## src/hdl/sst_pkg.sv

```systemverilog
// ----------------------------------------------------------------------------
// sst_pkg
// Shared constants and types for the sorted set table and its key cells.
// ----------------------------------------------------------------------------
package sst_pkg;

    localparam int CAPACITY   = 1024;
    localparam int KEY_W      = 32;
    localparam int CNT_W      = $clog2(CAPACITY + 1);
    localparam int OUT_CNT_W  = 11;
    localparam int GROUP_SIZE = 32;
    localparam int NUM_GROUPS = (CAPACITY + GROUP_SIZE - 1) / GROUP_SIZE;

    localparam logic [1:0] FUNC_MEMBER = 2'd0;
    localparam logic [1:0] FUNC_INSERT = 2'd1;
    localparam logic [1:0] FUNC_DELETE = 2'd2;

    // Broadcast command to every cell of the row
    typedef struct packed {
        logic sample;
        logic shift_up;
        logic shift_down;
    } cell_cmd_t;

endpackage

```

## src/hdl/sst_cell.sv

```systemverilog
// ----------------------------------------------------------------------------
// sst_cell
// One key slot: compares its key with the probe and shifts with its neighbours.
// ----------------------------------------------------------------------------
module sst_cell (
    input  logic                      clk,
    input  sst_pkg::cell_cmd_t        cmd,
    input  logic                      live,
    input  logic [sst_pkg::KEY_W-1:0] probe,
    input  logic [sst_pkg::KEY_W-1:0] key_lower,
    input  logic [sst_pkg::KEY_W-1:0] key_upper,
    input  logic                      lt_lower,
    output logic [sst_pkg::KEY_W-1:0] key_out,
    output logic                      lt_out,
    output logic                      eq_out
);

    logic [sst_pkg::KEY_W-1:0] key_reg;
    logic                      lt_reg;
    logic                      eq_reg;

    always_ff @(posedge clk)
    begin
        if (cmd.sample)
        begin
            lt_reg <= live && (key_reg < probe);
            eq_reg <= live && (key_reg == probe);
        end
        if (cmd.shift_up && !lt_reg)
        begin
            key_reg <= lt_lower ? probe : key_lower;
        end
        else if (cmd.shift_down && !lt_reg)
        begin
            key_reg <= key_upper;
        end
    end

    assign key_out = key_reg;
    assign lt_out  = lt_reg;
    assign eq_out  = eq_reg;

endmodule

```

## config.mk

```make
export PLATFORM = sky130hd
export DESIGN_NAME = sst_cell
export DESIGN_NICKNAME = d
export VERILOG_FILES = /design/src/hdl/sst_pkg.sv /design/src/hdl/sst_cell.sv
export SDC_FILE = /design/constraint.sdc
export NUM_CORES = 1
export LEC_CHECK = 0
export BUFFER_PORTS_ARGS = -buffer_cell sky130_fd_sc_hd__buf_4
export CORE_MARGIN = 10
export CORE_UTILIZATION = 46
export CTS_BUF_LIST = sky130_fd_sc_hd__clkbuf_16
export CTS_CLUSTER_DIAMETER = 30
export DETAILED_ROUTE_END_ITERATION = 8
export PLACE_DENSITY = 0.82
export SETUP_SLACK_MARGIN = 0.4
export SKIP_CTS_REPAIR_TIMING = 1
export SLEW_MARGIN = 10
export SYNTH_ARGS = -nofsm -noshare
export SYNTH_HDL_FRONTEND = slang
export SYNTH_SLANG_ARGS = --single-unit
```

## constraint.sdc

```tcl
create_clock -name clk -period 2.7 [get_ports clk]
set_input_delay 0.135 -clock clk [delete_from_list [all_inputs] [get_ports clk]]
set_output_delay 0.135 -clock clk [all_outputs]
set_load 0.01 [all_outputs]
```

# Yosys cells after proc, flatten, opt, wreduce, memory -nomap -nowiden
# Index checks and enable logic that the tools add are counted.
[word_totals] register_bits=34 out_inout_bits=34 elab_cells=14
[classes] order_cmp=1 eq_ne=1 mux=3 n_reduce_logical=6
[ops] operator="32-bit 2-to-1 mux" n=3
[ops] operator="32-bit equality test" n=1
[ops] operator="32-bit less-than comparator" n=1
[ops] operator="1-bit logical AND" n=4
[ops] operator="2-bit nonzero test" n=1
[ops] operator="1-bit logical NOT" n=1

# Depth between registers and ports, before layout
[logic_depth] ltp_word=4 mapped_depth=7 ltp_nobuf=7

# Worst setup path after synthesis
# No wires, ideal clock.
[synth_timing] path_kind="register to register" startpoint="register lt_reg, in the netlist lt_out" endpoint="register key_reg (netlist bit key_out[0]) (enable)" stages_incl_launch_ff=2 setup_slack_ns=0.448 setup_ns=0.422 t_arrival_ns=1.831 path_cell_list="edfxtp_1 -> nor2_1"
[synth_between] elab_chain_len=3
[synth_rtl] element="start, declared" line="sst_cell.sv:19" source="logic lt_reg;"
[synth_rtl] element="start signal, assigned" line="sst_cell.sv:26" source="lt_reg <= live && (key_reg < probe);"
[synth_rtl] element="1-bit logical NOT (*)" line="sst_cell.sv:29, sst_cell.sv:33"
[synth_rtl] element="1-bit logical AND (on tied branches)" line="sst_cell.sv:29, sst_cell.sv:33"
[synth_rtl] element="2-bit nonzero test (no source line) (*)"
[synth_rtl] element="end signal, assigned" line="sst_cell.sv:31" source="key_reg <= lt_lower ? probe : key_lower;"
[synth_rtl] element="end signal, assigned" line="sst_cell.sv:35" source="key_reg <= key_upper;"
[synth_rtl] element="end, declared" line="sst_cell.sv:18" source="logic [sst_pkg::KEY_W-1:0] key_reg;"
# Every way passes the cells marked *; elsewhere a longest branch is shown, timed or not.
# A chain may end at the register's enable or synchronous reset.

# Worst setup path after layout
[layout_timing] startpoint="register key_reg (netlist bit key_out[14])" endpoint="register lt_reg, in the netlist lt_out (data pin)"
[layout_between] elab_chain_len=2
[layout_rtl] element="32-bit less-than comparator" line="sst_cell.sv:26"
[layout_rtl] element="1-bit logical AND" line="sst_cell.sv:26"
# Every way passes these cells.

==> results_dict.tcl <==
set metrics [dict create \
    outcome "finished, final reports clean" \
    place_congestion 0.807 \
    drtIter0Drc 67 \
    portBuffers 135 \
    cts.sinks 34 \
    fin_hold_ws_ps 75.3 \
    route.detailed.drc 0 \
    yosys_most_used_dff "edfxtp_1" \
    cp_max_fo 2 \
    antenna_cells 0 \
    antenna_found_initial 0 \
    ys_ff_latch 34 \
    grt_pass1_wl_um 11600 \
    clkTransAtPathRegs_ps 50 \
    final_cells 463 \
    peakVddDrop_uv 354 \
    slew_viol_final 0 \
    hold_path.class "primary input to flip-flop" \
    avgSynthCellArea_um2 9.90 \
    setup_viol 0 \
    rrSetupSlack_ps 880 \
    relSlewSlack_pct 60.3 \
    fmax_mhz 550 \
    tritoncts "done" \
    ant_nets 0 \
    fin_nets 524 \
    wl_per_cell_um 16.2 \
    boundaryPins 136 \
    syn_nets 391 \
    tightestPinTransition_ps 596 \
    vias_per_cell 4.97 \
    placed_cells 455 \
    start_util_pct 46.8 \
    crit_type "flip-flop to flip-flop" \
    synth_area_um2 2540 \
    firstDrtPassIters 4 \
    synth_common_cells "nand2_1 (38), edfxtp_1 (34), ha_1 (32), inv_1 (32), mux2i_1 (32)" \
    num_vias 2299 \
    fillerInstances 471 \
    areaGrowthSynthToFinish_pct 47.3 \
    hold_start "cmd[2]" \
    fin_tns_setup_ps 0 \
    die_area_um2 8910 \
    synth_top_area_share_pct 40.1 \
    start_kind "flip-flop" \
    hpwl_um 6190 \
    core_area_um2 5440 \
    power_density_nw_per_um2 460 \
    synth_area_leaders "edfxtp_1 (40%), ha_1 (16%), mux2i_1 (13%)" \
    cts_root_buffer "clkbuf_16" \
    cts_buffers 5 \
    r2r_start "key_out[14]" \
    die_w_um 94.4 \
    hold_violations 0 \
    max_cap_viol_count 0 \
    arrival_ps 1830 \
    r2r_end "lt_out" \
    wirelength_um 7520 \
    syn_inst 257 \
    setup.worst_path.start "key_out[14]" \
    finalCritPeriodShare_pct 67.4 \
    synth_cell_types 29 \
    critPathCapture "lt_out" \
    async_flop_share_pct 0 \
    finClkSkew_ps 3.41 \
    num_rows 27 \
    grt_overflow 0 \
    synth_top_area_cell "edfxtp_1" \
    end_kind "flip-flop" \
    grt_pass1_vias 2458 \
    ys_seq_area_share_pct 40.1 \
    drive_above_1_share_pct 38.6 \
    period_minus_slack_ps 1820 \
    ys_warn_count 0 \
    rsz0062_at_grt "false" \
    r2r.worst_path.cells 6 \
    dieHeight_um 94.4 \
    htree_levels 2 \
    clock_path_buffers 2 \
    p_leak_nw 1.93 \
    clk_latency_ps 270 \
    cp.required_ps 2710 \
    synth.most_common_cell "nand2_1" \
    grt_usage_pct 16.3 \
    grt_start_max_net_pins 65 \
    synth-edff-count 34 \
]
## logic make-up after synthesis
kind of cell | Yosys count | synth area share [%]
AND/OR/NAND/NOR | 59 | 11.6
multiplexers | 32 | 12.6
flip-flops | 34 | 40.1
AO/OA/AOI/OAI | 57 | 12.8
adder cells (fa/ha/maj) | 32 | 15.7
buffers and inverters | 43 | 7.18
## flip-flops by register name, indices dropped and copies added, names as in the netlist
register and count:
key_out 32, lt_out 1, eq_out 1
## metal layers
layer | vias up | wire [um] | GRT usage [%]
met3 | 2 | 610 | 5.87
met4 | 0 | 47 | 3.42
met2 | 76 | 3980 | 29.6
met5 | - | 0 | 0
li1 | 1187 | - | -
met1 | 1034 | 2880 | 17.6
## worst min path at each step
stage                   to  slack [ps]  cells after the start
detailed placement  lt_out         350                      1
CTS                 lt_out          70                      1
floorplan           eq_out         250                      0
global route        eq_out          70                      1
global placement    lt_out         350                      1
finish              lt_out          80                      1
## through the flow
| stage | cell area [um^2] | worst slack (ps) | util [%] | power, mW |
|---|---|---|---|---|
| finish | 3750 | 881 | 68.9 | 1.72 |
| global placement | 3610 | 946 | 66.4 | 1.19 |
| CTS | 3750 | 862 | 68.9 | 1.75 |
| detailed placement | 3610 | 868 | 66.4 | 1.21 |
| floorplan | 2540 | 448 | - | 0.951 |
| global route | 3750 | 761 | 68.9 | 1.82 |
## cell type report
cell class | instances | area [um^2] | share of cell area (%)
flip-flops and latches | 34 | 1020 | 27.2
clock buffers | 5 | 125 | 3.34
repair buffers | 137 | 1030 | 27.4
well taps | 72 | 90.1 | 2.40
inverters | 32 | 120 | 3.20
clock inverters | 3 | 12.5 | 0.334
multi-input cells | 180 | 1350 | 36.0
## layout by cell type (no fill, tap or decap), types with 3 or more instances in the layout
| cell type | instances |
|---|---|
| inv_1 | 33 |
| a21o_1 | 3 |
| o21ai_1 | 30 |
| o21ai_0 | 5 |
| a21oi_1 | 11 |
| mux2i_1 | 32 |
| buf_4 | 137 |
| edfxtp_1 | 34 |
| ha_1 | 32 |
| nor2_1 | 4 |
| nand2_1 | 38 |
| clkbuf_16 | 5 |
| nand4_1 | 5 |
## critical path: stages, from the launching register on
cell      delay (ps)
edfxtp_1         400
ha_1             330
nand4_2          150
nor4_2           320
o21ai_1          110
o211ai_1         140
a211oi_2         100
## report_power, final
group	switching [mW]	internal (mW)	total (mW)
clock	0.198	0.333	0.531
combinational	0.243	0.270	0.513
sequential	0.0280	0.652	0.680
No activity file was read; power rests on OpenSTA's default activity.
